==> src/sv/svpl_pkg.sv <==
// Shared types and constants for the stereo volume peak limiter
package svpl_pkg;
    localparam int FramesPerBlockDefault = 48;
    localparam logic [14:0] VolumeCap = 15'd25600;
    localparam logic [16:0] Unity = 17'd32768;
    localparam logic [16:0] GainFloor = 17'd256;
    localparam logic [30:0] Threshold = 31'd1610612733;
    localparam int QueueDepth = 2;

    typedef struct packed {
        logic signed [31:0] l;
        logic signed [31:0] r;
        logic               last;
        logic [7:0]         lmin;
        logic [7:0]         lmax;
    } svpl_item_t;

    typedef enum logic [2:0] {
        ST_IDLE, ST_MUL1, ST_MUL2, ST_PEAK, ST_DIV, ST_GAIN, ST_APPLY, ST_DONE
    } svpl_state_t;

    function automatic logic [7:0] level_byte(input logic signed [31:0] x);
        logic signed [17:0] t;
        begin
            t = 18'(signed'(x[31:16])) + 18'sd32896;
            level_byte = t[15:8];
        end
    endfunction
endpackage

==> src/sv/svpl_queue.sv <==
// Two-entry item queue between front and back
module svpl_queue
    import svpl_pkg::*;
(
    input  logic       clk,
    input  logic       rst_n,
    input  logic       wr_valid,
    output logic       wr_ready,
    input  svpl_item_t wr_item,
    input  logic [8:0] wr_vol,
    output logic       rd_valid,
    input  logic       rd_ready,
    output svpl_item_t rd_item,
    output logic [8:0] rd_vol
);
    svpl_item_t it_reg [QueueDepth];
    logic [8:0] vl_reg [QueueDepth];
    logic wp_reg, rp_reg;
    logic [1:0] cnt_reg;
    logic wr, rd;

    assign wr_ready = (cnt_reg != 2'(QueueDepth));
    assign rd_valid = (cnt_reg != 2'd0);
    assign wr = wr_valid && wr_ready;
    assign rd = rd_valid && rd_ready;
    assign rd_item = it_reg[rp_reg];
    assign rd_vol = vl_reg[rp_reg];

    always_ff @(posedge clk)
    begin
        if (wr)
        begin
            it_reg[wp_reg] <= wr_item;
            vl_reg[wp_reg] <= wr_vol;
        end
    end

    always_ff @(posedge clk or negedge rst_n)
    begin
        if (!rst_n)
        begin
            wp_reg <= 1'b0;
            rp_reg <= 1'b0;
            cnt_reg <= 2'd0;
        end
        else
        begin
            if (wr) wp_reg <= ~wp_reg;
            if (rd) rp_reg <= ~rp_reg;
            cnt_reg <= cnt_reg + 2'(wr) - 2'(rd);
        end
    end
endmodule

==> config.mk <==
export PLATFORM = sky130hd
export DESIGN_NAME = svpl_queue
export DESIGN_NICKNAME = d
export VERILOG_FILES = /design/src/sv/svpl_pkg.sv /design/src/sv/svpl_queue.sv
export SDC_FILE = /design/constraint.sdc
export NUM_CORES = 1
export LEC_CHECK = 0
export ABC_CLOCK_PERIOD_IN_PS = 8000
export BUFFER_PORTS_ARGS = -buffer_cell sky130_fd_sc_hd__clkbuf_2
export CAP_MARGIN = 20
export CORE_MARGIN = 2
export CORE_UTILIZATION = 57
export CTS_CLUSTER_SIZE = 25
export DETAILED_ROUTE_END_ITERATION = 8
export PLACE_DENSITY_LB_ADDON = 0.12
export SETUP_SLACK_MARGIN = 0.4
export SLEW_MARGIN = 10
export SYNTH_ARGS = -nofsm -noshare
export SYNTH_HDL_FRONTEND = slang
export SYNTH_SLANG_ARGS = --single-unit
==> constraint.sdc <==
create_clock -name clk -period 8 [get_ports clk]
set_clock_uncertainty 0.1 [all_clocks]
set_input_delay 1.6 -clock clk [delete_from_list [all_inputs] [get_ports clk]]
set_output_delay 1.6 -clock clk [all_outputs]
set_load 0.01 [all_outputs]
After elaboration in Yosys (flattened, before gate mapping)
Memories as Yosys holds them, arrays and structs flattened. Cells that the tools add are included.

Add/subtract/negate cells: 2. Multiply operators: 0. Divide/modulo/power cells: 0. Order comparisons: 0. Equal/unequal tests: 1. Shift-type cells: 0. Muxes and demuxes: 2. Bitwise operators: 2. Reduce and logical (&&, ||, !) cells: 3.

Operators with widths (number): adder 2 x 1 -> 2 bit (1); logical AND 1 bit (2); two-way mux 1 bit (2); inequality test 2 bit, second input constant (1); NOT 1 bit (2); nonzero test 2 bit (1); subtractor 2 x 1 -> 2 bit (1).

Register bits after elaboration: 4. Latch bits: 0. RAM bits: 180. Memory bits (read-only): 0. Input bits: 94. Output and inout bits: 92. Word-level logic and storage cells: 15. Memories: 2.

Memories: it_reg (depth 2, width 81, rd ports 1, clocked after memory_dff 0, write ports 1, RTL line svpl_queue.sv:16) `svpl_item_t it_reg [QueueDepth];`; vl_reg (depth 2, width 9, rd ports 1, clocked after memory_dff 0, write ports 1, RTL line svpl_queue.sv:17) `logic [8:0] vl_reg [QueueDepth];`.

Logic depth before layout (Yosys ltp)
Gate-level depths: netlist of run 1.

Depth in word-level cells: 4. Gate-level depth with buffers: 7. Mapped depth without buffers: 7.

Least setup slack after synthesis of run 1
OpenSTA, ideal clock, no wires.

Kind: input to register. Start point: input wr_valid. End point: memory it_reg[0][0] in the netlist's numbering, enable pin. Arrival time: 5.445 ns. Slack: 1.915 ns. Stages: 2. Buffers on the path: 0. Cell sequence: nand2_1 -> nor2_1.

Longest elaborated chain between the ends: 3.

Ends and longest elaborated chain: start, declared (RTL line svpl_queue.sv:7) `input logic wr_valid,`; logical AND 1 bit (RTL line svpl_queue.sv:24) `assign wr = wr_valid && wr_ready;`; two-way mux 1 bit (RTL line svpl_queue.sv:31) `if (wr)`; two-way mux 1 bit (implied by the code) (RTL line svpl_queue.sv:33) `it_reg[wp_reg] <= wr_item;`; end, declared (RTL line svpl_queue.sv:16).

Every way passes these cells.

==> results of run 1 <==
-- synthesized netlist by cell type (all sizes together) --
library cell / number
nand2b: 1
xor2: 1
xnor2: 3
nand2: 1
and2: 1
inv: 1
edfxtp: 180
buf: 10
dfrtp: 4
or2: 1
and3: 1
ha: 2
mux2: 90
nor2: 1
-- cell families after synthesis --
kind of cell | after synthesis | share of synthesized area [%]
xor+xnor | 4 | 0.4905
fa+ha+maj | 2 | 0.3503
buf+inv | 11 | 2.732
flops | 184 | 77.07
mux | 90 | 18.86
simple gates | 6 | 0.4905
-- routing by layer --
metal / track usage (%) / part of all wire (%) / vias to the layer above
li1: - / - / 1569
met1: 22.25 / 39 / 1666
met2: 29.08 / 52 / 133
met3: 6.172 / 7.1 / 18
met4: 9.444 / 2.2 / 0
met5: 0 / 0 / -
-- worst max-delay path, cell delays in order, from the launching register on --
cell      delay, ns
dfrtp_4        0.85
buf_4          0.86
mux2_4         0.36
clkbuf_2       0.13
-- area by class of cell --
cell class | instances | area [µm²] | area share, %
clock buffers | 18 | 429.2 | 4.964
clock inverters | 14 | 90.09 | 1.042
inverters | 1 | 3.754 | 0.04342
multi-input cells | 102 | 1455 | 16.83
flip-flops and latches | 184 | 5509 | 63.72
well taps | 168 | 210.2 | 2.431
repair buffers | 188 | 948.4 | 10.97
-- power breakdown --
group	leakage, nW	switching [mW]	internal, mW
clock	0.258	0.313	0.418
sequential	1.72	0.106	1.32
combinational	1.57	0.475	0.525
total	3.54	0.894	2.26
-- worst max path at each step --
stage             start  cells past startpoint           end  slack, ns
4_1_cts          rp_reg                      3   rd_item[45]       3.54
6_report         rp_reg                      3   rd_item[19]       3.56
3_3_place_gp     rp_reg                      3   rd_item[18]       4.00
3_5_place_dp     rp_reg                      3   rd_item[41]       4.00
2_1_floorplan  wr_valid                      2  it_reg[0][0]       1.92
5_1_grt          rp_reg                      3    rd_item[6]       3.43
==> results.cfg, run 1 <==
[cells_and_area]
fillers = 799
area_growth_pct = 21.04
layout_commonest_cell = clkbuf_2
post-route-util_pct = 71.38
final_cell_mix = clkbuf_2, edfxtp_1, mux2_4
largest_reg_flops = 162
post_layout_nonfiller_instances = 675
post-route-cell-area_um2 = 8646
drive_gt1_share_pct = 60.55
final_net_count = 590
antenna_cells = 0

[pwr]
leakagePower_nw = 3.542
p_total_mw = 3.159
pwr_density_cell_nw_per_um2 = 365.4
peakVddDrop_mv = 0.2111

[sta]
final_hold_viol_count = 0
worstMarginPinSlew_ns = 1.061
period_share_pct = 55.56
setup_viol = 0
slew-limit-headroom_pct = 29.24
period_needed_ns = 4.445
clock.fmax_mhz = 225.0
rsz0062_at_grt = false
whs_ns = 0.4368
slew_violations = 0
timing.final.ws_setup_ns = 3.555
tns_ns = 0

[worst_setup_path]
reg2reg_to = it_reg[0][48]
r2r_start = cnt_reg[1]
crit_fanout = 57
end_kind = output pin
worstSetupPathType = reg2out
rr_worst_depth = 4
worstPathRequired_ns = 6.30
arrival_ns = 2.74
cp-start-kind = flip-flop
ff2ff_setup_slack_ns = 5.23

[synthesis]
ys_seq_elements = 184
post_synth_num_cell_types = 16
seq_area_frac_synth_pct = 77.07
synth_nets = 393
synthesis.instances = 297
avgSynthCellArea_um2 = 24.05
synth_top_area_share_pct = 75.67
ys_warn_count = 0
synth_area_um2 = 7143
synth_area_leaders = edfxtp_1, mux2_4, buf_12, dfrtp_1, xnor2_1
yosys.area.top_type = edfxtp_1

[drt]
drtPass1Iterations = 4
dr_total_vias = 3386
post_drt_wl_per_cell_um = 17.50
vias_per_cell = 5.016
route.detailed.drc = 0
final_antenna_net_count = 0
drt-initial-drc-count = 246
drt_wl_total_mm = 11.82

[placed_design]
place_inst = 643
hpwl_mm = 7.909
place_ws_ns = 3.997
placed_cell_area_um2 = 8127
port_buffers = 185
gp_congestion = 0.7299

[cts]
cts_tree = yes
cts_setup_buffers = 0
cts_buffer_depth = 2
clock_sinks = 184
cts_buffers = 17
cts_hold_buf = 0
clk_latency_ns = 0.41
ctsResizeCount = 0
cts.clk_slew.worst_paths_ns = 0.06
cts-root-buf = clkbuf_16
cts_max_level = 4

[worst_hold_path]
min-delay-start = cnt_reg[0]
min_to = cnt_reg[0]
hold_depth = 1
hold_path_class = reg2reg

[floorplan]
die_h_um = 115.9
placement_rows = 40
core_area_um2 = 12110
die_area_um2 = 13440
num_io_pins = 186
initial_core_util_pct = 58.98
die_w_um = 115.9

[global_routing]
grt_pass1_wl_mm = 17.53
grt_max_degree = 60
grt_pass1_vias = 3413
grt_overflow = 0
antenna_found_initial = 0
grt_usage_pct = 18.21

[run_status]
run_status = finished clean

[job]
drv_cap = 0
Power figures use the tool's default switching activity.
==> run 2: changes to the inputs <==
--- a/config.mk
+++ b/config.mk
@@ -5,11 +5,11 @@
 export SDC_FILE = /design/constraint.sdc
 export NUM_CORES = 1
 export LEC_CHECK = 0
-export ABC_CLOCK_PERIOD_IN_PS = 8000
+export ABC_CLOCK_PERIOD_IN_PS = 3800
 export BUFFER_PORTS_ARGS = -buffer_cell sky130_fd_sc_hd__clkbuf_2
 export CAP_MARGIN = 20
 export CORE_MARGIN = 2
-export CORE_UTILIZATION = 57
+export CORE_UTILIZATION = 47
 export CTS_CLUSTER_SIZE = 25
 export DETAILED_ROUTE_END_ITERATION = 8
 export PLACE_DENSITY_LB_ADDON = 0.12
==> constraint.sdc (replaced) <==
create_clock -name clk -period 3.8 [get_ports clk]
set_clock_uncertainty 0.1 [all_clocks]
set_input_delay 0.76 -clock clk [delete_from_list [all_inputs] [get_ports clk]]
set_output_delay 0.76 -clock clk [all_outputs]
set_load 0.01 [all_outputs]
==> run 2 against run 1 <==
Effect of this change: routed wire length increased by 2.7%; cell area increased by 1.3%; critical endpoint is now rd_item[15]; worst setup slack lost 2.7 ns; largest power group unchanged; core utilization shrank 13 points; sequential cell count unchanged; worst hold slack worse by 0.39 ns.
==> results.cfg, run 2 (synthesis results as in run 1) <==
[global_routing]
grt_pass1_vias = 3395
grt_max_degree = 51
grt_usage_pct = 15.33
grt_overflow = 0
antenna_found_initial = 0
grt_pass1_wl_mm = 18.25

[sta]
period_needed_ns = 2.959
slew-limit-headroom_pct = 57.16
final_hold_viol_count = 0
worstMarginPinSlew_ns = 0.6427
rsz0062_at_grt = false
whs_ns = 0.04563
period_share_pct = 77.86
slew_violations = 0
clock.fmax_mhz = 338.0
tns_ns = 0
timing.final.ws_setup_ns = 0.8413
setup_viol = 0

[worst_setup_path]
arrival_ns = 2.10
crit_fanout = 50
end_kind = output pin
cp-start-kind = flip-flop
worstPathRequired_ns = 2.94
worstSetupPathType = reg2out

[floorplan]
num_io_pins = 186
core_area_um2 = 15030
die_area_um2 = 16200
die_w_um = 127.3
initial_core_util_pct = 47.52
placement_rows = 45
die_h_um = 127.3

[drt]
post_drt_wl_per_cell_um = 17.44
vias_per_cell = 4.822
drt_wl_total_mm = 12.14
drt-initial-drc-count = 214
final_antenna_net_count = 0
dr_total_vias = 3356
drtPass1Iterations = 4
route.detailed.drc = 0

[worst_hold_path]
hold_path_class = in2async

[cells_and_area]
layout_commonest_cell = clkbuf_2
drive_gt1_share_pct = 61.02
final_cell_mix = clkbuf_2, edfxtp_1, mux2_4
largest_reg_flops = 162
final_net_count = 592
post_layout_nonfiller_instances = 696
area_growth_pct = 22.65
post-route-cell-area_um2 = 8761
post-route-util_pct = 58.28
antenna_cells = 0

[cts]
cts_buffer_depth = 2
clock_sinks = 184
ctsResizeCount = 0
cts.clk_slew.worst_paths_ns = 0.06
cts_tree = yes
cts_hold_buf = 0
clk_latency_ns = 0.41
cts_buffers = 17
cts-root-buf = clkbuf_16
cts_max_level = 4
cts_setup_buffers = 0

[pwr]
peakVddDrop_mv = 0.4661
leakagePower_nw = 3.576
p_total_mw = 6.847
pwr_density_cell_nw_per_um2 = 781.6

[placed_design]
placed_cell_area_um2 = 8192
place_ws_ns = 1.268
hpwl_mm = 8.128
port_buffers = 185
gp_congestion = 0.7790
place_inst = 665

[run_status]
run_status = finished clean

[job]
drv_cap = 0
run 2: cell types whose count changed in the layout (fill, tap and decap cells not counted), sizes merged:
cell,delta
buf,+2
clkinv,-7
bufinv,+2
clkinvlp,+1
clkbuf,+3
run 2: worst paths after layout:
check                           slack, ns            end  depth (start not counted)       start
worst max-delay path                 0.84    rd_item[15]                          3      rp_reg
worst min-delay path                 0.05     cnt_reg[1]                          1       rst_n
worst max register to register       1.81  it_reg[1][54]                          3  cnt_reg[1]
worst min register to register       0.42     cnt_reg[0]                          1  cnt_reg[0]
max in group asynchronous            3.41         rp_reg                          1       rst_n
min in group clk                     0.42     cnt_reg[0]                          1  cnt_reg[0]
run 2: final cells by class:
| cell class | count | area (µm²) |
|---|---|---|
| Clock buffer | 21 | 440.4 |
| Sequential cell | 184 | 5509 |
| Multi-Input combinational cell | 102 | 1455 |
| Fill cell | 1186 | 6272 |
| Inverter | 1 | 3.754 |
| Tap cell | 188 | 235.2 |
| Clock inverter | 10 | 128.9 |
| Timing Repair Buffer | 190 | 988.4 |
run 2: per-layer routing:
layer	up-vias	track usage, %	wire (µm)
met5	-	0	0
met4	0	7.563	293
met3	21	5.360	827
met2	122	23.69	5897
met1	1639	19.43	5120
li1	1574	-	-
run 2: power breakdown:
group	internal [mW]	leakage [nW]	switching [mW]
Clock	1.02	0.274	0.677
Combinational	1.12	1.58	1.06
Sequential	2.78	1.72	0.185
Total	4.93	3.58	1.92
run 2: worst max-delay path, stage by stage (launching register included):
cell,delay (ns)
dfrtp_4,0.73
buf_12,0.37
mux2_4,0.35
clkbuf_2,0.13
