--- config.mk ---
export PLATFORM = sky130hd
export DESIGN_NAME = svpl_front
export DESIGN_NICKNAME = d
export VERILOG_FILES = /design/src/sv/svpl_pkg.sv /design/src/sv/svpl_front.sv
export SDC_FILE = /design/constraint.sdc
export NUM_CORES = 1
export LEC_CHECK = 0
export ABC_AREA = 1
export ABC_CLOCK_PERIOD_IN_PS = 13000
export BUFFER_PORTS_ARGS = -buffer_cell sky130_fd_sc_hd__buf_4
export CORE_MARGIN = 3
export CORE_UTILIZATION = 33
export DETAILED_ROUTE_END_ITERATION = 8
export SYNTH_ARGS = -nofsm -noshare
export SYNTH_HDL_FRONTEND = slang
export SYNTH_SLANG_ARGS = --single-unit
--- constraint.sdc ---
create_clock -name clk -period 13 [get_ports clk]
set_input_delay 0.65 -clock clk [delete_from_list [all_inputs] [get_ports clk]]
set_output_delay 0.65 -clock clk [all_outputs]
set_load 0.02 [all_outputs]
--- src/sv/svpl_pkg.sv ---
// Shared types and constants for the stereo volume peak limiter
package svpl_pkg;
    localparam int FramesPerBlockDefault = 48;
    localparam logic [14:0] VolumeCap = 15'd25600;
    localparam logic [16:0] Unity = 17'd32768;
    localparam logic [16:0] GainFloor = 17'd256;
    localparam logic [30:0] Threshold = 31'd1610612733;
    localparam int QueueDepth = 2;

    typedef struct packed {
        logic signed [31:0] l;
        logic signed [31:0] r;
        logic               last;
        logic [7:0]         lmin;
        logic [7:0]         lmax;
    } svpl_item_t;

    typedef enum logic [2:0] {
        ST_IDLE, ST_MUL1, ST_MUL2, ST_PEAK, ST_DIV, ST_GAIN, ST_APPLY, ST_DONE
    } svpl_state_t;

    function automatic logic [7:0] level_byte(input logic signed [31:0] x);
        logic signed [17:0] t;
        begin
            t = 18'(signed'(x[31:16])) + 18'sd32896;
            level_byte = t[15:8];
        end
    endfunction
endpackage

--- src/sv/svpl_front.sv ---
// Front end: volume ramp, block levels, frame counting
module svpl_front
    import svpl_pkg::*;
#(
    parameter int FRAMES_PER_BLOCK = FramesPerBlockDefault
)(
    input  logic               clk,
    input  logic               rst_n,
    input  logic [7:0]         master_volume,
    input  logic               in_valid,
    output logic               in_ready,
    input  logic signed [31:0] left_sample,
    input  logic signed [31:0] right_sample,
    input  logic               q_ready,
    output logic               q_valid,
    output svpl_item_t         q_item,
    output logic [8:0]         q_vol
);
    localparam int IW = (FRAMES_PER_BLOCK > 1) ? $clog2(FRAMES_PER_BLOCK) : 1;
    logic [IW-1:0] idx_reg, idx_next;
    logic [14:0] cur_reg, cur_next;
    logic [8:0] vol_reg, vol_next;
    logic signed [31:0] mn_reg, mn_next, mx_reg, mx_next, mn0, mx0;
    logic [14:0] tgt;
    logic signed [16:0] d;
    logic first, last, acc;

    assign in_ready = q_ready;
    assign q_valid = in_valid;
    assign acc = in_valid && q_ready;
    assign first = (idx_reg == '0);
    assign last = (idx_reg == IW'(FRAMES_PER_BLOCK - 1));

    always_comb
    begin
        tgt = (master_volume > 8'd100) ? VolumeCap : {master_volume[6:0], 8'd0};
        d = 17'(signed'({2'b0, tgt})) - 17'(signed'({2'b0, cur_reg}))
            + ((tgt < cur_reg) ? 17'sd0 : 17'sd32);
        cur_next = cur_reg;
        vol_next = vol_reg;
        if (first && (cur_reg != tgt))
        begin
            cur_next = 15'(17'(signed'({2'b0, cur_reg})) + (d >>> 5));
            vol_next = 9'((32'(cur_next) * 32'd41944) >> 22);
        end
        mn0 = first ? 32'sh7fffffff : mn_reg;
        mx0 = first ? 32'sh80000000 : mx_reg;
        mn_next = mn0;
        mx_next = mx0;
        if (left_sample < mn_next) mn_next = left_sample;
        if (right_sample < mn_next) mn_next = right_sample;
        if (left_sample > mx_next) mx_next = left_sample;
        if (right_sample > mx_next) mx_next = right_sample;
        idx_next = last ? '0 : idx_reg + 1'b1;
        q_item.l = left_sample;
        q_item.r = right_sample;
        q_item.last = last;
        q_item.lmin = last ? level_byte(mn_next) : 8'd0;
        q_item.lmax = last ? level_byte(mx_next) : 8'd0;
        q_vol = vol_next;
    end

    always_ff @(posedge clk or negedge rst_n)
    begin
        if (!rst_n)
        begin
            idx_reg <= '0;
            cur_reg <= '0;
            vol_reg <= '0;
            mn_reg <= 32'sh7fffffff;
            mx_reg <= 32'sh80000000;
        end
        else if (acc)
        begin
            idx_reg <= idx_next;
            cur_reg <= cur_next;
            vol_reg <= vol_next;
            mn_reg <= mn_next;
            mx_reg <= mx_next;
        end
    end
endmodule

* Word-level counts from Yosys, hierarchy flattened *
Cells that the tools add are included.

operators by class
  add/sub/neg operators = 6
  multipliers = 1
  $lt $le $gt $ge = 6
  equal/unequal tests = 2
  mux-type cells = 12
  reduce and logical (&&, ||, !) cells = 4

operators by type and width
  kind                                                                   count
  32-bit two-way mux                                                     6
  32-bit > comparator                                                    2
  32-bit < comparator                                                    2
  16-bit adder, second input constant                                    2
  15-bit by 13-bit multiplier with 28-bit output, second input constant  1
  16-bit by 7-bit adder with 17-bit output                               1
  8-bit two-way mux                                                      2
  15-bit by 15-bit subtractor with 16-bit output                         1
  15-bit by 12-bit adder with 15-bit output                              1
  15-bit < comparator                                                    1
  15-bit two-way mux                                                     1
  15-bit != test                                                         1
  6-bit two-way mux                                                      2
  9-bit two-way mux                                                      1
  8-bit by 7-bit > comparator with 1-bit output, second input constant   1
  6-bit by 1-bit adder with 6-bit output, second input constant          1
  6-bit == test, second input constant                                   1
  6-bit logical NOT                                                      1
  1-bit logical AND                                                      2
  2-bit AND reduction                                                    1

word-level totals
  bits in registers = 94

* Depth between registers and ports, before layout *
Gate-level depths: netlist of run 1.

  depth in word-level cells = 8
  depth in mapped cells = 62
  gate-level depth less buffers = 62

* Worst setup path before layout of run 1 *
Ideal clock, no wire load.

  kind = input -> output
  start = in master_volume[0]
  end = out q_vol[7]
  data arrival time = 9.349 ns
  setup slack = 3.001 ns
  cell stages on the path = 51
  path through = o21ai_0 nand3_1 a31oi_1 inv_1 or2_2 ha_1 nand2_1 inv_1 nand2_1 nand2_1 a21oi_1 o21ai_1 a21o_1 ha_1 ha_1 inv_1 fa_1 inv_1 (+15 left out) fa_1 fa_1 inv_1 fa_1 inv_1 ha_1 nand2_1 o21ai_0 a21oi_1 o21ai_0 nand3_1 nand2_1 nand3_1 nand2_1 nand3_1 nand2_1 xor2_1 o21ai_0

between the ends
  longest elaborated chain between the ends = 8
  elaborated cells between the ends (all ways) = 11
  classes of those cells = add/sub (3); mul (1); order compare (2); eq/ne (1); mux (3); reduce/logical (1)

RTL lines
  item                                            RTL line          RTL
  start: declaration                              svpl_front.sv:9   input logic [7:0] master_volume,
  8-bit by 7-bit > comparator with 1-bit output   svpl_front.sv:36  tgt = (master_volume > 8'd100) ? VolumeCap : {master_volume[6:0], 8'd0};
  15-bit two-way mux (*)                          svpl_front.sv:36
  15-bit < comparator                             svpl_front.sv:38  + ((tgt < cur_reg) ? 17'sd0 : 17'sd32);
  6-bit two-way mux                               svpl_front.sv:38
  16-bit by 7-bit adder with 17-bit output        svpl_front.sv:38
  15-bit by 12-bit adder with 15-bit output       svpl_front.sv:43  cur_next = 15'(17'(signed'({2'b0, cur_reg})) + (d >>> 5));
  15-bit by 13-bit multiplier with 28-bit output  svpl_front.sv:44  vol_next = 9'((32'(cur_next) * 32'd41944) >> 22);
  9-bit two-way mux (*)                           svpl_front.sv:41  if (first && (cur_reg != tgt))
  end: declaration                                svpl_front.sv:17  output logic [8:0] q_vol

Mark *: on every way between the ends. The rest lies on a longest branch, timed or not.

* Worst setup path in the final report of run 1 *
  start = reg cur_reg[4]
  end = out q_vol[8]

between the ends
  longest elaborated chain between the ends = 6
  elaborated cells between the ends (all ways) = 9
  classes of those cells = add/sub (3); mul (1); order compare (1); eq/ne (1); mux (2); reduce/logical (1)

RTL lines
  item                                            RTL line          RTL
  start: declaration                              svpl_front.sv:21  logic [14:0] cur_reg, cur_next;
  start signal: assignment                        svpl_front.sv:76  cur_reg <= cur_next;
  15-bit < comparator                             svpl_front.sv:38
  6-bit two-way mux                               svpl_front.sv:38
  16-bit by 7-bit adder with 17-bit output        svpl_front.sv:38
  15-bit by 12-bit adder with 15-bit output       svpl_front.sv:43
  15-bit by 13-bit multiplier with 28-bit output  svpl_front.sv:44
  9-bit two-way mux (*)                           svpl_front.sv:41

Marked as above.

==> summary.md, run 1 <==
| Metric | Value |
|---|---|
| Status | completed |
| CP Data Arrival Time | between 10 and 15 ns |
| CTS tree | done |
| First-pass GRT wire length | between 60 and 70 mm |
| Fillers | 4234 |
| Area grow syn2layout | 11.36% |
| Hold_buf cts | 0 |
| RSZ-0062 raised after global routing | no |
| Reg-to-Reg Start | cur_reg[4] |
| Top layer in use | met4 |
| Fmax | 88.31 MHz |
| Final GP Congestion | between 0.9 and 1 |
| Initial Util | approximately 34% |
| Core area | 41390 um2 |
| DR DRC count | 0 |
| Fin Clk Skew | 0.01272 ns |
| DRT antenna net count | 0 |
| Final Critical Period | 11.32 ns |
| CP Max Fanout | 8 |
| Initial drt markers | 539 |
| Area of the die | ~45000 um2 |
| Mapped Area | around 14000 um2 |
| Initial antenna violation count | 0 |
| Ys Warns | 0 |
| Final Hold Fails | 0 |
| Hold WC Path Type | in2async |
| Ant. Diodes | 0 |
| Root buf cell | clkbuf_16 |
| Cell mode on critical path | nand2_1 |
| Post-Syn Instances | 1895 |
| Clk_lat worst skew | 0.37 ns |
| Flops & latches, synth | 94 |
| Final period utilization | between 80 and 90% |
| WP buf/inv | 8 |
| Cts repair resizes | 0 |
| Nets@finish | 2361 |
| Drt total wl | roughly 37 mm |
| Worst slack, placed | 1.705 ns |
| CP peak stage delay | approximately 0.71 ns |
| Slew Limit Fails | 0 |
| Met3 routed WL | ~1.6 mm |
| Clock Tree Buf Depth | 2 |
| Post-CTS Setup Bufs | 0 |
| Syn_area_per_cell | around 7.4 um2 |
| PortBufs | roughly 170 |
| Worst Setup Slack, final | roughly 1.7 ns |
| DR vias | roughly 12k |
| Critical path's slowest cell | xor2_1 |
| Yosys cell types | 50 |
| Largest net degree at the start of global routing | 70 |
| Reg-to-Reg End | vol_reg[8] |
| First-pass iteration count of the detailed router | 5 |
| # IOs | 168 |
| Final setup viols | 0 |
| Gr ovfl total | 0 |
| Clock Pin Slew Worst Setup and Hold Paths | about 0.080 ns |
| CTS Sinks | between 90 and 100 |
| Share of cells above drive strength 1 | 14.27% |
| Worst Reg-to-Reg Cells | between 50 and 60 |
| Placed Area | approximately 15000 um2 |
| Vias in the first global route | 12.33k |
| Design area | around 16000 um2 |
| Nature of the critical path endpoint | output pin |
| Met2 routed WL | 16.89 mm |
| Share of the yosys chip area belonging to registers | between 10% and 20% |
| WL met1 | about 18 mm |
| Data required, critical path | between 10 and 15 ns |
| Setup TNS | 0 ns |
| Sequential Area | between 2000 and 2500 um2 |
| Via/cell ratio | just under 5 |
| Area of the multi-input gates | approximately 9700 um2 |
| WL per Instance | 14.96 um |
| Syn Nets | ~2.3k |
| Total track usage | between 10% and 20% |
| H-tree depth | 3 |
| CP startpoint kind | flop |
| Cell row count | 74 |
| Worst setup path class | reg2out |
| Slew Limit Headroom | between 20% and 30% |
| Max_cap viols | 0 |
| Die extent in y | approximately 210 um |
| Worst-margin pin slew | about 1.1 ns |
| CP delay by family, top | adder cells |
| FF-to-FF setup slack | 2.66 ns |
| Num CTS Buffers | 9 |
| Detailed Place HPWL | a little under 30 mm |
| Die width | 211.9 um |
## metal layers
layer | global-route usage, % | up-vias
met4 | 4.065 | 0
met3 | 2.164 | 46
met1 | 23.76 | 5733
met2 | 28.33 | 245
li1 | - | 6242
met5 | 0 | -
## per-stage QoR
stage          hold WS (ns)  cells  util, %
2_1_floorplan        0.3544   1895        -
3_3_place_gp         0.4630   2485    36.83
3_5_place_dp         0.4663   2485    36.83
4_1_cts              0.2851   2501    37.64
5_1_grt              0.3058   2501    37.64
6_report             0.2733   2501    37.64
## worst max-delay path by stage
stage	startpoint	to	slack [ns]	cells past startpoint
3_3_place_gp	master_volume[0]	q_vol[8]	1.97	54
2_1_floorplan	master_volume[0]	q_vol[7]	3.00	51
5_1_grt	cur_reg[4]	q_vol[8]	0.56	57
6_report	cur_reg[4]	q_vol[8]	1.68	55
4_1_cts	cur_reg[4]	q_vol[8]	1.61	55
3_5_place_dp	master_volume[0]	q_vol[8]	1.71	54
## Yosys cell counts, drive strengths merged
cell	n	share of area [%]
o211ai	45	2.7
a2111oi	1	0.063
o22ai	3	0.13
buf	81	4.3
dfrtp	62	11
fa	63	9.0
or3	2	0.089
nand4	19	0.89
ha	258	23
nand3	46	1.7
o221a	1	0.080
mux2	1	0.080
o21a	1	0.054
nor3	10	0.43
o21ai	180	6.5
xor2	31	2.1
clkbuf	36	0.97
nand3b	4	0.21
xnor2	17	1.1
nor4	8	0.36
o2111ai	2	0.13
a211oi	7	0.38
o21bai	10	0.56
a31oi	4	0.18
a21oi	100	3.6
inv	310	8.3
nand2	471	13
dfstp	32	6.0
and2	2	0.089
nor2	74	2.2
a21o	6	0.32
clkinv	1	0.027
or2	7	0.31
## cells in the final DEF, fill, tap and decap left out, types with 9 or more instances in the layout
cell type  count
xnor2_1       16
o211ai_1      36
o21ai_0      153
dfstp_2       32
dfrtp_1       62
fa_1          63
o21ai_1       25
nor2_1        64
nand3_1       43
inv_1        305
nand2_1      459
clkbuf_16      9
o211ai_2       9
buf_4        175
ha_1         258
xor2_1        28
a21oi_1      100
nand2_2       11
nand4_1       18
o21bai_1       9
## layout make-up
| class | count | area share [%] |
|---|---|---|
| multi-input combinational | 1373 | 62.28 |
| sequential | 94 | 15.36 |
| timing repair buffer | 175 | 8.433 |
| inverter | 311 | 7.493 |
| tap | 532 | 4.273 |
| clock buffer | 10 | 1.534 |
| clock inverter | 6 | 0.6265 |
## cell families after synthesis
| logic type | after synthesis | synth area share, % |
|---|---|---|
| AO/OA/AOI/OAI | 360 | 14.70 |
| XOR/XNOR | 48 | 3.220 |
| adder cells (fa/ha/maj) | 321 | 32.09 |
| buffers and inverters | 428 | 13.63 |
| flip-flops | 94 | 17.10 |
| multiplexers | 1 | 0.08049 |
| AND/OR/NAND/NOR | 643 | 19.18 |
Power of run 1 is not shown: default switching activity piles up to over one toggle a cycle in this logic, so the estimate is an artifact.
==> run 2, diff against run 1 <==
--- a/config.mk
+++ b/config.mk
@@ -9,7 +9,8 @@
 export ABC_CLOCK_PERIOD_IN_PS = 13000
 export BUFFER_PORTS_ARGS = -buffer_cell sky130_fd_sc_hd__buf_4
 export CORE_MARGIN = 3
-export CORE_UTILIZATION = 33
+export CORE_UTILIZATION = 40
+export CTS_CLUSTER_SIZE = 8
 export DETAILED_ROUTE_END_ITERATION = 8
 export SYNTH_ARGS = -nofsm -noshare
 export SYNTH_HDL_FRONTEND = slang
==> summary.md, run 2 (same netlist as run 1, synthesis figures left out) <==
| Metric | Value |
|---|---|
| Status | completed (unchanged) |
| Cell row count | 67 (was 74) |
| Slew Limit Headroom | 26.35% (was 26.16%) |
| Nets@finish | 2362 (was 2361) |
| Setup TNS | 0 ns (unchanged) |
| First-pass iteration count of the detailed router | 5 (unchanged) |
| Fillers | 3505 (was 4234) |
| Sequential Area | 2392 um2 (unchanged) |
| Core area | 34040 um2 (was 41390 um2) |
| Fin Clk Skew | 0.009181 ns (was 0.01272 ns) |
| CP Max Fanout | 8 (unchanged) |
| Detailed Place HPWL | 28.62 mm (was 29.82 mm) |
| Worst Reg-to-Reg Cells | 58 (was 56) |
| Final period utilization | 86.20% (was 87.10%) |
| Via/cell ratio | 5.080 (was 4.904) |
| Critical path's slowest cell | xor2_1 (unchanged) |
| Final Critical Period | 11.21 ns (was 11.32 ns) |
| Hold WC Path Type | in2async (unchanged) |
| Die extent in y | 193.0 um (was 211.9 um) |
| Post-CTS Setup Bufs | 0 (unchanged) |
| Placed Area | 15140 um2 (was 15240 um2) |
| Ant. Diodes | 0 (unchanged) |
| Fmax | 89.24 MHz (was 88.31 MHz) |
| CTS Sinks | 94 (unchanged) |
| Clk_lat worst skew | 0.36 ns (was 0.37 ns) |
| Nature of the critical path endpoint | output pin (unchanged) |
| CTS tree | done (unchanged) |
| Worst-margin pin slew | 1.101 ns (was 1.104 ns) |
| CP delay by family, top | compound AO/OA/AOI/OAI gates (was adder cells) |
| Initial antenna violation count | 0 (unchanged) |
| Drt total wl | 36.31 mm (was 37.41 mm) |
| Largest net degree at the start of global routing | 93 (was 70) |
| Total track usage | 20.44% (was 17.09%) |
| Initial Util | 41.10% (was 33.80%) |
| Clock Pin Slew Worst Setup and Hold Paths | 0.07 ns (was 0.08 ns) |
| Max_cap viols | 0 (unchanged) |
| Slew Limit Fails | 0 (unchanged) |
| First-pass GRT wire length | 61.68 mm (was 62.20 mm) |
| Hold_buf cts | 0 (unchanged) |
| Final Hold Fails | 0 (unchanged) |
| Path length in cells of the critical path | 56 (was 55) |
| Cts repair resizes | 0 (unchanged) |
| Design area | 15430 um2 (was 15580 um2) |
| Final GP Congestion | 0.9141 (was 0.9261) |
| WL per Instance | 15.02 um (was 14.96 um) |
| Die width | 193.0 um (was 211.9 um) |
| H-tree depth | 3 (unchanged) |
| Fin Hold WS | 0.2408 ns (was 0.2733 ns) |
| Root buf cell | clkbuf_16 (unchanged) |
| Worst Setup Slack, final | 1.794 ns (was 1.677 ns) |
| Area of the multi-input gates | 9703 um2 (unchanged) |
| Worst slack, placed | 1.830 ns (was 1.705 ns) |
| Data required, critical path | 12.35 ns (about the same) |
| CP peak stage delay | 0.69 ns (was 0.71 ns) |
| Worst setup path class | in2out (was reg2out) |
| DRT antenna net count | 0 (unchanged) |
| Share of cells above drive strength 1 | 14.26% (was 14.27%) |
| # IOs | 168 (unchanged) |
| PortBufs | 167 (unchanged) |
| WP buf/inv | 10 (was 8) |
| RSZ-0062 raised after global routing | no (unchanged) |
| Area grow syn2layout | 10.33% (was 11.36%) |
| Clock Tree Buf Depth | 2 (unchanged) |
| DR DRC count | 0 (unchanged) |
| Commonest non-fill, non-tap cell in the layout | nand2_1 (unchanged) |
| Final setup viols | 0 (unchanged) |
| Initial drt markers | 798 (was 539) |
| Vias in the first global route | 12.34k (was 12.33k) |
| CP startpoint kind | input port (was flop) |
| Gr ovfl total | 0 (unchanged) |
| Area of the die | 37250 um2 (was 44900 um2) |
| DR vias | 12.28k (was 12.27k) |
| Num CTS Buffers | 9 (unchanged) |
| Commonest non-fill, non-tap cells in the layout | nand2_1 (459), inv_1 (305), ha_1 (258) (unchanged) |
| CP Data Arrival Time | 10.56 ns (was 10.67 ns) |
-- run 2: final cells by class --
class	instances	share of cell area, %
clock buffer	10	1.483
clock inverter	6	0.3972
inverter	311	7.563
multi-input combinational	1373	62.86
sequential	94	15.50
tap	448	3.632
timing repair buffer	176	8.560
-- run 2: per-layer routing --
| layer | wire (um) | part of all wire, % | global-route usage [%] |
|---|---|---|---|
| met5 | 0 | 0 | 0 |
| met4 | 195 | 0.54 | 2.476 |
| met3 | 2044 | 5.6 | 2.802 |
| met2 | 15640 | 43 | 32.62 |
| met1 | 18430 | 51 | 30.37 |
-- run 2: worst register-to-register path, delay by kind of cell, from the launching register on --
kind,cells,cell delay [ns]
XOR/XNOR,2,0.86
adder cells (fa/ha/maj),7,2.60
AO/OA/AOI/OAI,17,2.77
flip-flops,1,0.43
AND/OR/NAND/NOR,24,2.84
buffers and inverters,8,0.60
-- run 2: path summary, 6_finish.rpt --
kind                                   from    endpoint  slack [ns]
max                        master_volume[0]    q_vol[8]        1.79
min                                   rst_n  vol_reg[4]        0.24
max reg2reg                      cur_reg[4]  vol_reg[8]        2.75
min reg2reg                      mx_reg[15]  mx_reg[15]        0.48
max in group asynchronous             rst_n  mx_reg[13]       11.54
min in group clk                 mx_reg[15]  mx_reg[15]        0.48
-- run 2: through the flow --
step,cells,utilization [%]
final,2418,45.35
after global routing,2418,45.35
after CTS,2418,45.35
after detailed placement,2402,44.50
after global placement,2402,44.50
after floorplan,1895,-
Power of run 2 is left out for the same reason.
==> run 3, diff against run 2 <==
--- a/config.mk
+++ b/config.mk
@@ -12,6 +12,7 @@
 export CORE_UTILIZATION = 40
 export CTS_CLUSTER_SIZE = 8
 export DETAILED_ROUTE_END_ITERATION = 8
+export PLACE_DENSITY_LB_ADDON = 0.12
 export SYNTH_ARGS = -nofsm -noshare
 export SYNTH_HDL_FRONTEND = slang
 export SYNTH_SLANG_ARGS = --single-unit
==> summary.md, run 3 (same netlist as run 1, synthesis figures left out) <==
| Metric | Value |
|---|---|
| Status | completed (unchanged) |
| Slew Limit Fails | 0 (unchanged) |
| DR vias | 12.07k (was 12.28k) |
| Share of cells above drive strength 1 | 14.12% (was 14.26%) |
| CTS tree | done (unchanged) |
| DRT antenna net count | 0 (unchanged) |
| Drt total wl | 36.61 mm (was 36.31 mm) |
| Cell row count | 67 (unchanged) |
| CP Max Fanout | 8 (unchanged) |
| Core area | 34040 um2 (unchanged) |
| Fmax | 89.09 MHz (was 89.24 MHz) |
| Final setup viols | 0 (unchanged) |
| Slew Limit Headroom | 24.25% (was 26.35%) |
| PortBufs | 167 (unchanged) |
| Die extent in y | 193.0 um (unchanged) |
| Final Hold Fails | 0 (unchanged) |
| Design area | 15450 um2 (was 15430 um2) |
| Die width | 193.0 um (unchanged) |
| Commonest non-fill, non-tap cells in the layout | nand2_1 (459), inv_1 (305), ha_1 (258) (unchanged) |
| Clk_lat worst skew | 0.36 ns (about the same) |
| Largest net degree at the start of global routing | 83 (was 93) |
| Initial antenna violation count | 0 (unchanged) |
| First-pass iteration count of the detailed router | 7 (was 5) |
| Worst Setup Slack, final | 1.776 ns (was 1.794 ns) |
| GR peak layer | met2 (unchanged) |
| Met2 Use GR | 31.43% (was 32.62%) |
| Worst Reg-to-Reg Cells | 58 (unchanged) |
| Worst-margin pin slew | 1.132 ns (was 1.101 ns) |
| H-tree depth | 3 (unchanged) |
| Hold WC Path Type | in2async (unchanged) |
| WL per Instance | 15.15 um (was 15.02 um) |
| Data required, critical path | 12.35 ns (about the same) |
| Clock Pin Slew Worst Setup and Hold Paths | 0.07 ns (about the same) |
| RSZ-0062 raised after global routing | no (unchanged) |
| DR DRC count | 0 (unchanged) |
| Clock Tree Buf Depth | 2 (unchanged) |
| Fin Clk Skew | 0.009919 ns (was 0.009181 ns) |
| Post-CTS Setup Bufs | 0 (unchanged) |
| Placed Area | 15140 um2 (about the same) |
| Max_cap viols | 0 (unchanged) |
| GR Layer Usage met3 | 2.929% (was 2.802%) |
| Final Critical Period | 11.22 ns (was 11.21 ns) |
| Via/cell ratio | 4.992 (was 5.080) |
| Met1 Track Usage GR | 30.93% (was 30.37%) |
| Initial drt markers | 584 (was 798) |
| Critical path's slowest cell | xor2_1 (unchanged) |
| Worst setup path class | in2out (unchanged) |
| Initial Util | 41.10% (unchanged) |
| CP peak stage delay | 0.74 ns (was 0.69 ns) |
| Final GP Congestion | 0.9087 (was 0.9141) |
| Commonest non-fill, non-tap cell in the layout | nand2_1 (unchanged) |
| Final core utilization | 45.41% (was 45.35%) |
| Root buf cell | clkbuf_16 (unchanged) |
| # IOs | 168 (unchanged) |
| Setup TNS | 0 ns (unchanged) |
| CTS Sinks | 94 (unchanged) |
| Vias in the first global route | 11.72k (was 12.34k) |
| Area grow syn2layout | 10.47% (was 10.33%) |
| Area of the die | 37250 um2 (unchanged) |
| Num CTS Buffers | 9 (unchanged) |
| Nets@finish | 2361 (was 2362) |
| Detailed Place HPWL | 29.31 mm (was 28.62 mm) |
| Total track usage | 20.33% (was 20.44%) |
| Fillers | 3534 (was 3505) |
| Nature of the critical path endpoint | output pin (unchanged) |
| Worst slack, placed | 1.779 ns (was 1.830 ns) |
| CP Data Arrival Time | 10.57 ns (was 10.56 ns) |
| First-pass GRT wire length | 60.72 mm (was 61.68 mm) |
| Ant. Diodes | 0 (unchanged) |
| Cts repair resizes | 0 (unchanged) |
| Final period utilization | 86.34% (was 86.20%) |
| Hold_buf cts | 0 (unchanged) |
| Gr ovfl total | 0 (unchanged) |
| CP startpoint kind | input port (unchanged) |
-- run 3: stage by stage --
stage          hold WS [ns]  instances
3_5_place_dp         0.4655       2401
4_1_cts              0.2557       2417
5_1_grt              0.2728       2417
3_3_place_gp         0.4626       2401
2_1_floorplan        0.3544       1895
6_report             0.2545       2417
-- run 3: final timing paths --
check	to	slack (ns)	startpoint
min in group clk	mx_reg[7]	0.48	mx_reg[7]
min reg2reg	mx_reg[7]	0.48	mx_reg[7]
max in group asynchronous	idx_reg[2]	11.50	rst_n
max reg2reg	vol_reg[8]	2.76	cur_reg[4]
max	q_vol[8]	1.78	master_volume[0]
min	mx_reg[9]	0.25	rst_n
-- run 3: area by class of cell --
type,count,area [um2],area share (%)
sequential,94,2392,15.48
clock buffer,13,250.2,1.619
timing repair buffer,175,1314,8.501
clock inverter,3,67.56,0.4372
inverter,311,1167,7.553
multi-input combinational,1373,9703,62.78
tap,448,560.5,3.627
-- run 3: worst max-delay path, delay by kind of cell --
| kind | cells | cell delay (ns) |
|---|---|---|
| buf+inv | 10 | 0.97 |
| compound gates | 18 | 2.92 |
| fa+ha+maj | 8 | 2.96 |
| simple gates | 18 | 2.16 |
| xor+xnor | 2 | 0.90 |
-- run 3: metal layers --
metal / up-vias / routed length [um]
met4: 0 / 256
met5: - / 0
met2: 258 / 15290
met3: 13 / 2039
met1: 5544 / 19030
li1: 6250 / -
Power of run 3 is left out for the same reason.
